$ cat src/rtl/core/hrv_pkg.sv
`timescale 1ns / 1ps

package hrv_pkg;

   localparam int WINDOW_DEF  = 20;
   localparam int RR_W        = 16;
   localparam int RMS_W       = 20;
   localparam int PAIRS_W     = 6;
   localparam int SUM_W       = 38;
   localparam int SQ_W        = 2 * RR_W;
   localparam int FRAC_SHIFT  = 8;
   localparam int QUO_W       = SUM_W + FRAC_SHIFT;
   localparam int ROOT_W      = QUO_W / 2;
   localparam int REM_W       = ROOT_W + 1;
   localparam int STEP_W      = $clog2(QUO_W);
   localparam int REQ_DATA_W  = 16;
   localparam int RSP_DATA_W  = 32;

endpackage

$ cat src/rtl/core/hrv_ram.sv
`timescale 1ns / 1ps

module hrv_ram #(
   parameter int WIDTH = 16,
   parameter int DEPTH = 20
) (
   input  logic                     clock,
   input  logic                     wr_en,
   input  logic [$clog2(DEPTH)-1:0] wr_addr,
   input  logic [WIDTH-1:0]         wr_data,
   input  logic [$clog2(DEPTH)-1:0] rd_addr,
   output logic [WIDTH-1:0]         rd_data
);

   logic [WIDTH-1:0] mem_ff [DEPTH];
   logic [WIDTH-1:0] rd_data_ff;

   always_ff @(posedge clock) begin
      if (wr_en) begin
         mem_ff[wr_addr] <= wr_data;
      end
      rd_data_ff <= mem_ff[rd_addr];
   end

   assign rd_data = rd_data_ff;

endmodule

$ cat src/rtl/core/hrv_root_unit.sv
`timescale 1ns / 1ps

module hrv_root_unit (
   input  logic                        clock,
   input  logic                        reset,
   input  logic                        start,
   input  logic [hrv_pkg::SUM_W-1:0]   square_sum,
   input  logic [hrv_pkg::PAIRS_W-1:0] pairs,
   output logic                        done,
   output logic [hrv_pkg::RMS_W-1:0]   root
);

   typedef enum logic [1:0] {
      ST_IDLE,
      ST_DIVIDE,
      ST_ROOT
   } state_type;

   state_type                     state_ff;
   logic                          done_ff;
   logic [hrv_pkg::STEP_W-1:0]    step_ff;
   logic [hrv_pkg::QUO_W-1:0]     shift_ff;
   logic [hrv_pkg::PAIRS_W-1:0]   dvsr_ff;
   logic [hrv_pkg::PAIRS_W-1:0]   drem_ff;
   logic [hrv_pkg::REM_W-1:0]     rrem_ff;
   logic [hrv_pkg::ROOT_W-1:0]    root_ff;

   logic [hrv_pkg::PAIRS_W:0]     d_trial;
   logic [hrv_pkg::PAIRS_W:0]     d_dvsr;
   logic [hrv_pkg::PAIRS_W:0]     d_diff;
   logic                          d_ge;
   logic [hrv_pkg::REM_W+1:0]     r_trial;
   logic [hrv_pkg::REM_W+1:0]     r_test;
   logic [hrv_pkg::REM_W+1:0]     r_diff;
   logic                          r_ge;

   always_comb begin
      d_trial = {drem_ff, shift_ff[hrv_pkg::QUO_W-1]};
      d_dvsr  = {1'b0, dvsr_ff};
      d_ge    = (d_trial >= d_dvsr);
      d_diff  = d_trial - d_dvsr;
      r_trial = {rrem_ff, shift_ff[hrv_pkg::QUO_W-1 -: 2]};
      r_test  = {1'b0, root_ff, 2'b01};
      r_ge    = (r_trial >= r_test);
      r_diff  = r_trial - r_test;
   end

   always_ff @(posedge clock) begin
      if (reset) begin
         state_ff <= ST_IDLE;
         done_ff  <= 1'b0;
      end else begin
         case (state_ff)
            ST_IDLE: begin
               done_ff <= start && (pairs == '0);
               if (start) begin
                  shift_ff <= {square_sum, {hrv_pkg::FRAC_SHIFT{1'b0}}};
                  dvsr_ff  <= pairs;
                  drem_ff  <= '0;
                  rrem_ff  <= '0;
                  root_ff  <= '0;
                  step_ff  <= '0;
                  if (pairs != '0) begin
                     state_ff <= ST_DIVIDE;
                  end
               end
            end
            ST_DIVIDE: begin
               done_ff  <= 1'b0;
               shift_ff <= {shift_ff[hrv_pkg::QUO_W-2:0], d_ge};
               drem_ff  <= d_ge ? d_diff[hrv_pkg::PAIRS_W-1:0]
                                : d_trial[hrv_pkg::PAIRS_W-1:0];
               if (step_ff == hrv_pkg::STEP_W'(hrv_pkg::QUO_W - 1)) begin
                  step_ff  <= '0;
                  state_ff <= ST_ROOT;
               end else begin
                  step_ff <= step_ff + 1'b1;
               end
            end
            ST_ROOT: begin
               shift_ff <= {shift_ff[hrv_pkg::QUO_W-3:0], 2'b00};
               rrem_ff  <= r_ge ? r_diff[hrv_pkg::REM_W-1:0]
                                : r_trial[hrv_pkg::REM_W-1:0];
               root_ff  <= {root_ff[hrv_pkg::ROOT_W-2:0], r_ge};
               done_ff  <= (step_ff == hrv_pkg::STEP_W'(hrv_pkg::ROOT_W - 1));
               if (step_ff == hrv_pkg::STEP_W'(hrv_pkg::ROOT_W - 1)) begin
                  state_ff <= ST_IDLE;
               end else begin
                  step_ff <= step_ff + 1'b1;
               end
            end
            default: begin
               done_ff  <= 1'b0;
               state_ff <= ST_IDLE;
            end
         endcase
      end
   end

   assign done = done_ff;
   assign root = root_ff[hrv_pkg::RMS_W-1:0];

endmodule

$ cat src/rtl/core/hrv_rmssd_window.sv
`timescale 1ns / 1ps

// Channel  Direction  Ports                         Contents
// req      in         req_tvalid/tready/tdata[15:0] rr_ms
// rsp      out        rsp_tvalid/tready/tdata[31:0] rmssd_q4, pairs_used
//
// An item passes through ring access and square update, then a bit-serial
// divider (46 steps) and a bit-serial square root (23 steps) that form the
// RMSSD result.
// One item is in work at a time; req_tready is high only while idle.
// A finished result waits in the output register; a stalled rsp holds the
// sequencer before loading, never the next input transfer.
// Synchronous active-high reset clears control state; the ring needs none.

module hrv_rmssd_window #(
   parameter int WINDOW = hrv_pkg::WINDOW_DEF
) (
   input  logic                           clock,
   input  logic                           reset,
   input  logic                           req_tvalid,
   output logic                           req_tready,
   input  logic [hrv_pkg::REQ_DATA_W-1:0] req_tdata,  // [15:0] rr_ms
   output logic                           rsp_tvalid,
   input  logic                           rsp_tready,
   output logic [hrv_pkg::RSP_DATA_W-1:0] rsp_tdata   // [19:0] rmssd_q4, [25:20] pairs_used
);

   localparam int SLOT_W = $clog2(WINDOW);
   localparam int CNT_W  = $clog2(WINDOW + 1);

   typedef enum logic [2:0] {
      ST_IDLE,
      ST_RD_OLD,
      ST_RD_NXT,
      ST_SQ_ADD,
      ST_SQ_SUB,
      ST_UPDATE,
      ST_LAUNCH,
      ST_WAIT
   } state_type;

   state_type                          state_ff;
   logic [SLOT_W-1:0]                  slot_ff;
   logic [CNT_W-1:0]                   count_ff;
   logic [hrv_pkg::SUM_W-1:0]          sum_ff;
   logic [hrv_pkg::RR_W-1:0]           rr_ff;
   logic [hrv_pkg::RR_W-1:0]           last_ff;
   logic [hrv_pkg::RR_W-1:0]           oldest_ff;
   logic [hrv_pkg::RR_W-1:0]           next_ff;
   logic [hrv_pkg::SQ_W-1:0]           prod_ff;
   logic                               has_prev_ff;
   logic                               full_ff;
   logic [hrv_pkg::PAIRS_W-1:0]        pairs_ff;
   logic                               rsp_valid_ff;
   logic [hrv_pkg::RSP_DATA_W-1:0]     rsp_data_ff;
   logic                               result_ready_ff;
   logic [hrv_pkg::RMS_W-1:0]          rms_ff;

   logic [SLOT_W-1:0]                  next_slot;
   logic [SLOT_W-1:0]                  rd_addr;
   logic [hrv_pkg::RR_W-1:0]           rd_data;
   logic                               wr_en;
   logic [hrv_pkg::RR_W-1:0]           diff_a;
   logic [hrv_pkg::RR_W-1:0]           diff_b;
   logic [hrv_pkg::RR_W-1:0]           diff_abs;
   logic [CNT_W-1:0]                   count_in;
   logic                               root_start;
   logic                               root_done;
   logic [hrv_pkg::RMS_W-1:0]          root_val;
   logic                               rsp_load;

   always_comb begin
      next_slot  = (slot_ff == SLOT_W'(WINDOW - 1)) ? '0 : slot_ff + 1'b1;
      rd_addr    = (state_ff == ST_RD_NXT) ? next_slot : slot_ff;
      wr_en      = (state_ff == ST_UPDATE);
      root_start = (state_ff == ST_LAUNCH);
      rsp_load   = (state_ff == ST_WAIT) && result_ready_ff
                   && (!rsp_valid_ff || rsp_tready);
      if (state_ff == ST_SQ_SUB) begin
         diff_a = next_ff;
         diff_b = oldest_ff;
      end else begin
         diff_a = rr_ff;
         diff_b = last_ff;
      end
      diff_abs = (diff_a >= diff_b) ? diff_a - diff_b : diff_b - diff_a;
      count_in = full_ff ? count_ff : count_ff + 1'b1;
   end

   hrv_ram #(
      .WIDTH (hrv_pkg::RR_W),
      .DEPTH (WINDOW)
   ) u_ring (
      .clock   (clock),
      .wr_en   (wr_en),
      .wr_addr (slot_ff),
      .wr_data (rr_ff),
      .rd_addr (rd_addr),
      .rd_data (rd_data)
   );

   hrv_root_unit u_root (
      .clock      (clock),
      .reset      (reset),
      .start      (root_start),
      .square_sum (sum_ff),
      .pairs      (pairs_ff),
      .done       (root_done),
      .root       (root_val)
   );

   always_ff @(posedge clock) begin
      if (reset) begin
         state_ff        <= ST_IDLE;
         slot_ff         <= '0;
         count_ff        <= '0;
         sum_ff          <= '0;
         rsp_valid_ff    <= 1'b0;
         result_ready_ff <= 1'b0;
      end else begin
         if (rsp_load) begin
            rsp_valid_ff <= 1'b1;
         end else if (rsp_valid_ff && rsp_tready) begin
            rsp_valid_ff <= 1'b0;
         end
         case (state_ff)
            ST_IDLE: begin
               if (req_tvalid) begin
                  rr_ff       <= req_tdata[hrv_pkg::RR_W-1:0];
                  has_prev_ff <= (count_ff != '0);
                  full_ff     <= (count_ff == CNT_W'(WINDOW));
                  state_ff    <= ST_RD_OLD;
               end
            end
            ST_RD_OLD: begin
               state_ff <= ST_RD_NXT;
            end
            ST_RD_NXT: begin
               oldest_ff <= rd_data;
               state_ff  <= ST_SQ_ADD;
            end
            ST_SQ_ADD: begin
               next_ff  <= rd_data;
               prod_ff  <= diff_abs * diff_abs;
               state_ff <= ST_SQ_SUB;
            end
            ST_SQ_SUB: begin
               if (has_prev_ff) begin
                  sum_ff <= sum_ff + hrv_pkg::SUM_W'(prod_ff);
               end
               prod_ff  <= diff_abs * diff_abs;
               state_ff <= ST_UPDATE;
            end
            ST_UPDATE: begin
               if (full_ff) begin
                  sum_ff <= sum_ff - hrv_pkg::SUM_W'(prod_ff);
               end
               slot_ff  <= next_slot;
               count_ff <= count_in;
               last_ff  <= rr_ff;
               pairs_ff <= hrv_pkg::PAIRS_W'(count_in - 1'b1);
               state_ff <= ST_LAUNCH;
            end
            ST_LAUNCH: begin
               result_ready_ff <= 1'b0;
               state_ff        <= ST_WAIT;
            end
            ST_WAIT: begin
               if (root_done) begin
                  rms_ff          <= root_val;
                  result_ready_ff <= 1'b1;
               end
               if (rsp_load) begin
                  rsp_data_ff  <= {{(hrv_pkg::RSP_DATA_W - hrv_pkg::RMS_W
                                     - hrv_pkg::PAIRS_W){1'b0}},
                                   pairs_ff, rms_ff};
                  state_ff     <= ST_IDLE;
               end
            end
            default: begin
               state_ff <= ST_IDLE;
            end
         endcase
      end
   end

   assign req_tready = (state_ff == ST_IDLE);
   assign rsp_tvalid = rsp_valid_ff;
   assign rsp_tdata  = rsp_data_ff;

endmodule

$ cat config.mk
export PLATFORM = sky130hd
export DESIGN_NAME = hrv_rmssd_window
export DESIGN_NICKNAME = d
export VERILOG_FILES = /design/src/rtl/core/hrv_pkg.sv /design/src/rtl/core/hrv_ram.sv /design/src/rtl/core/hrv_root_unit.sv /design/src/rtl/core/hrv_rmssd_window.sv
export SDC_FILE = /design/constraint.sdc
export NUM_CORES = 1
export LEC_CHECK = 0
export BUFFER_PORTS_ARGS = -buffer_cell sky130_fd_sc_hd__buf_2
export CELL_PAD_IN_SITES_DETAIL_PLACEMENT = 1
export CELL_PAD_IN_SITES_GLOBAL_PLACEMENT = 2
export CORE_UTILIZATION = 41
export CTS_CLUSTER_DIAMETER = 100
export DETAILED_ROUTE_END_ITERATION = 10
export PLACE_DENSITY_LB_ADDON = 0.1
export SLEW_MARGIN = 25
export SYNTH_ARGS = -nofsm -noshare
export SYNTH_HDL_FRONTEND = slang
export SYNTH_SLANG_ARGS = --single-unit
$ cat constraint.sdc
create_clock -name clock -period 9.3 [get_ports clock]
set_input_delay 0.465 -clock clock [delete_from_list [all_inputs] [get_ports clock]]
set_output_delay 0.465 -clock clock [all_outputs]
set_load 0.05 [all_outputs]
==> results.md <==
* Status: completed
* Yosys reg bits at 652
* Critical setup path kind: flop to flop
* Worst Path Required at about 9700 ps
* Layout Cells excl Fill at around 4600
* Synth Flop Type: edfxtp_1
* Main combinational cell family by area after synthesis: adder cells
* Max Cap Viol at 0
* XOR/XNOR Fraction of Synth Area at about 3.3%
* Vias per inst at around 5.4
* Initial antenna violation count at 1
* Final Max Tran Viols at 0
* Most frequent cells in the layout: edfxtp_1 (580), inv_1 (339), nor2_1 (247)
* Worst rel slew slack at a little under a third
* Synth top area share at between 40 and 50%
* Synth cell types at 98
* GRT Overall Usage at a little over a fifth
* Number of enable flip-flop cells after synthesis at a little under 600
* Mux contribution to synthesized area at between 7 and 8%
* Count of input and output buffers at 47
* Drt wl/cell at roughly 22 µm
* Total gr overflow at 0
* Register area at about 19000 µm²
* Dpl cells at 4376
* Mapped cell area at roughly 38000 µm²
* Synth Area per Inst at 12.1 µm²
* Post-route DRC violation count at 0
* Remaining antenna violation count at 0
* Fill cell count at approximately 9500
* Crit. End Element: flop
* First DRT Iteration DRCs at 1434
* Critical path's largest stage delay at between 500 and 600 ps
* Ys Warns at 0
* Synth area leader: edfxtp_1
* Num CTS Buffers at between 70 and 80
* Commonest non-fill, non-tap cell in the layout: edfxtp_1
* Tcrit/Tclk final at 96.9%
* Post-Synthesis Cells at between 3000 and 4000
* Post-Synth Simple-Gate Area at a little under a tenth
* GP Congestion at about 0.85
* Period minus WS final at 9010 ps
* Layout area overhead at 15.3%
* Die Area at around 94000 µm²
* Sequential element share of the synthesized area at 49.7%
* Die H at ~310 µm
* Ports at 54
* Routed WL at 98700 µm
* Worst Clk Skew at between 15 and 20 ps
* Final Hold Viols at 0
* Synth Area in Adders at 15.9%
* Worst-Skew Late Latency at 630 ps
* Synth Area in Compound Gates at 9.38%
* Vias in the first global route at 26366
* Vias at between 20000 and 25000
* CTS H-tree depth at 3
* Critical Path Fanout Max at 7
* Setup crit start kind: flop
* Min-Delay Path Class: input pin to flop
* CP Data Arrival Time at ~9400 ps
* Clock tree root driver cell: clkbuf_16
* Worst-path clk slew at 60 ps
* Ranking of synthesized cells by area: edfxtp_1 (46%), fa_1 (8.9%), ha_1 (7.1%), mux4_2 (4.7%), dfxtp_1 (3.8%)
* Final #Nets at 3714
* F_max at around 110 MHz
* Share of layout cells above drive strength 1 at 18.1%
* Largest net degree at the start of global routing at 81
* Slowest cell on the critical path: fa_2
* Rows at around 110
* TritonCTS clock tree: yes
* DP Wirelength at just over 70000 µm
* First-pass GRT wire length at around 150000 µm
* Worst Tran Pin Value at 1030 ps
* First-pass detailed-route iteration total at 7
* Async SR Flop Fraction at 0%
* Clock Tree Buf Depth at 3
* Die Width at between 300 and 400 µm
* Core Box Area at between 90000 and 100000 µm²
* Final Setup Violations at 0
* Area of the multi-input gates at between 15000 and 20000 µm²
* Initial Util at approximately 41%
* Clock sink count at ~650
cell type report:
class                      count  share of cell area (%)
sequential                   652                    43.1
timing repair buffer         230                    4.09
antenna                        1                 0.00572
clock buffer                 100                    4.57
inverter                     351                    3.02
multi-input combinational   2003                    41.1
tap                         1186                    3.39
clock inverter                35                   0.772
cell usage after synthesis (22+ instances only):
master	instances
edfxtp_1	580
inv_1	342
nor2_1	268
nand2_1	226
ha_1	214
a21oi_1	180
fa_1	168
mux4_2	80
o21ai_0	80
clkbuf_1	74
dfxtp_1	72
xnor2_1	69
a22oi_1	61
xor2_1	60
a21o_1	59
mux2_2	50
nand3_1	49
mux2i_1	43
nand2b_1	35
nor3_1	30
buf_2	27
nand4_1	25
nor2b_1	22
routing by layer:
| layer | GRT usage (%) | part of all wire [%] | vias to the layer above |
|---|---|---|---|
| met1 | 30.2 | 48 | 12582 |
| met4 | 5.40 | 2.0 | 0 |
| met5 | 0 | 0 | - |
| li1 | - | - | 11513 |
| met2 | 34.4 | 47 | 375 |
| met3 | 2.81 | 3.4 | 126 |
stage by stage:
step | util (%) | instance area (µm²) | setup TNS (ps) | setup WS [ps] | hold WS, ps
after global routing | 47.8 | 43800 | -195 | -49.1 | 30.6
after detailed placement | 44.0 | 40400 | -973 | -215 | 406
after global placement | 44.0 | 40400 | 0 | 1.87 | 401
final | 47.8 | 43800 | 0 | 286 | 77.1
after floorplan | - | 38000 | 0 | 172 | 400
after CTS | 47.0 | 43000 | -9.13 | -9.13 | 15.0
worst max-delay path, delay by kind of cell, from the launching register on:
kind                     cells  cell delay, ps
AO/OA/AOI/OAI               10            1980
flip-flops                   1             320
buffers and inverters        7             720
XOR/XNOR                     2             600
multiplexers                 2             630
adder cells (fa/ha/maj)      9            3860
AND/OR/NAND/NOR              4             610
registers in the layout, indices dropped and copies added (netlist names), 6 cells and up:
register	flops
oldest_ff	16
u_root.shift_ff	46
pairs_ff	6
u_root.drem_ff	6
next_ff	16
rr_ff	16
u_root.dvsr_ff	6
last_ff	16
u_root.root_ff	23
sum_ff	38
rsp_tdata	26
u_root.rrem_ff	24
u_ring.mem_ff	320
rms_ff	20
u_ring.rd_data	16
u_root.step_ff	6
prod_ff	31
path summary, 6_finish.rpt:
check                                  start      endpoint  slack (ps)  depth (start not counted)
worst max-delay path             state_ff[0]   prod_ff[31]         290                         34
worst min-delay path            req_tdata[2]      rr_ff[2]          80                          1
worst max register to register   state_ff[0]   prod_ff[31]         290                         34
worst min register to register     rms_ff[8]  rsp_tdata[8]         420                          0
logic make-up after synthesis:
group / count (synthesis)
AOI/OAI and AO/OA: 544
xor gates and xnor gates: 136
adders and majority gates: 382
buffers and inverters: 479
DFF: 652
muxes: 176
other: 1
and+or+nand+nor: 758
timing repair:
item                                   4_1_cts  5_1_grt
endpoints found under the hold margin        9        0
pin swaps                                   11       58
gates resized for setup                     32      109
setup endpoints to repair                   10       14
buffers inserted                            13       21
hold buffers                                 9        0
cloned                                       1        2
Power is not shown: default switching activity piles up to over one toggle a cycle in this logic, so the estimate is an artifact.
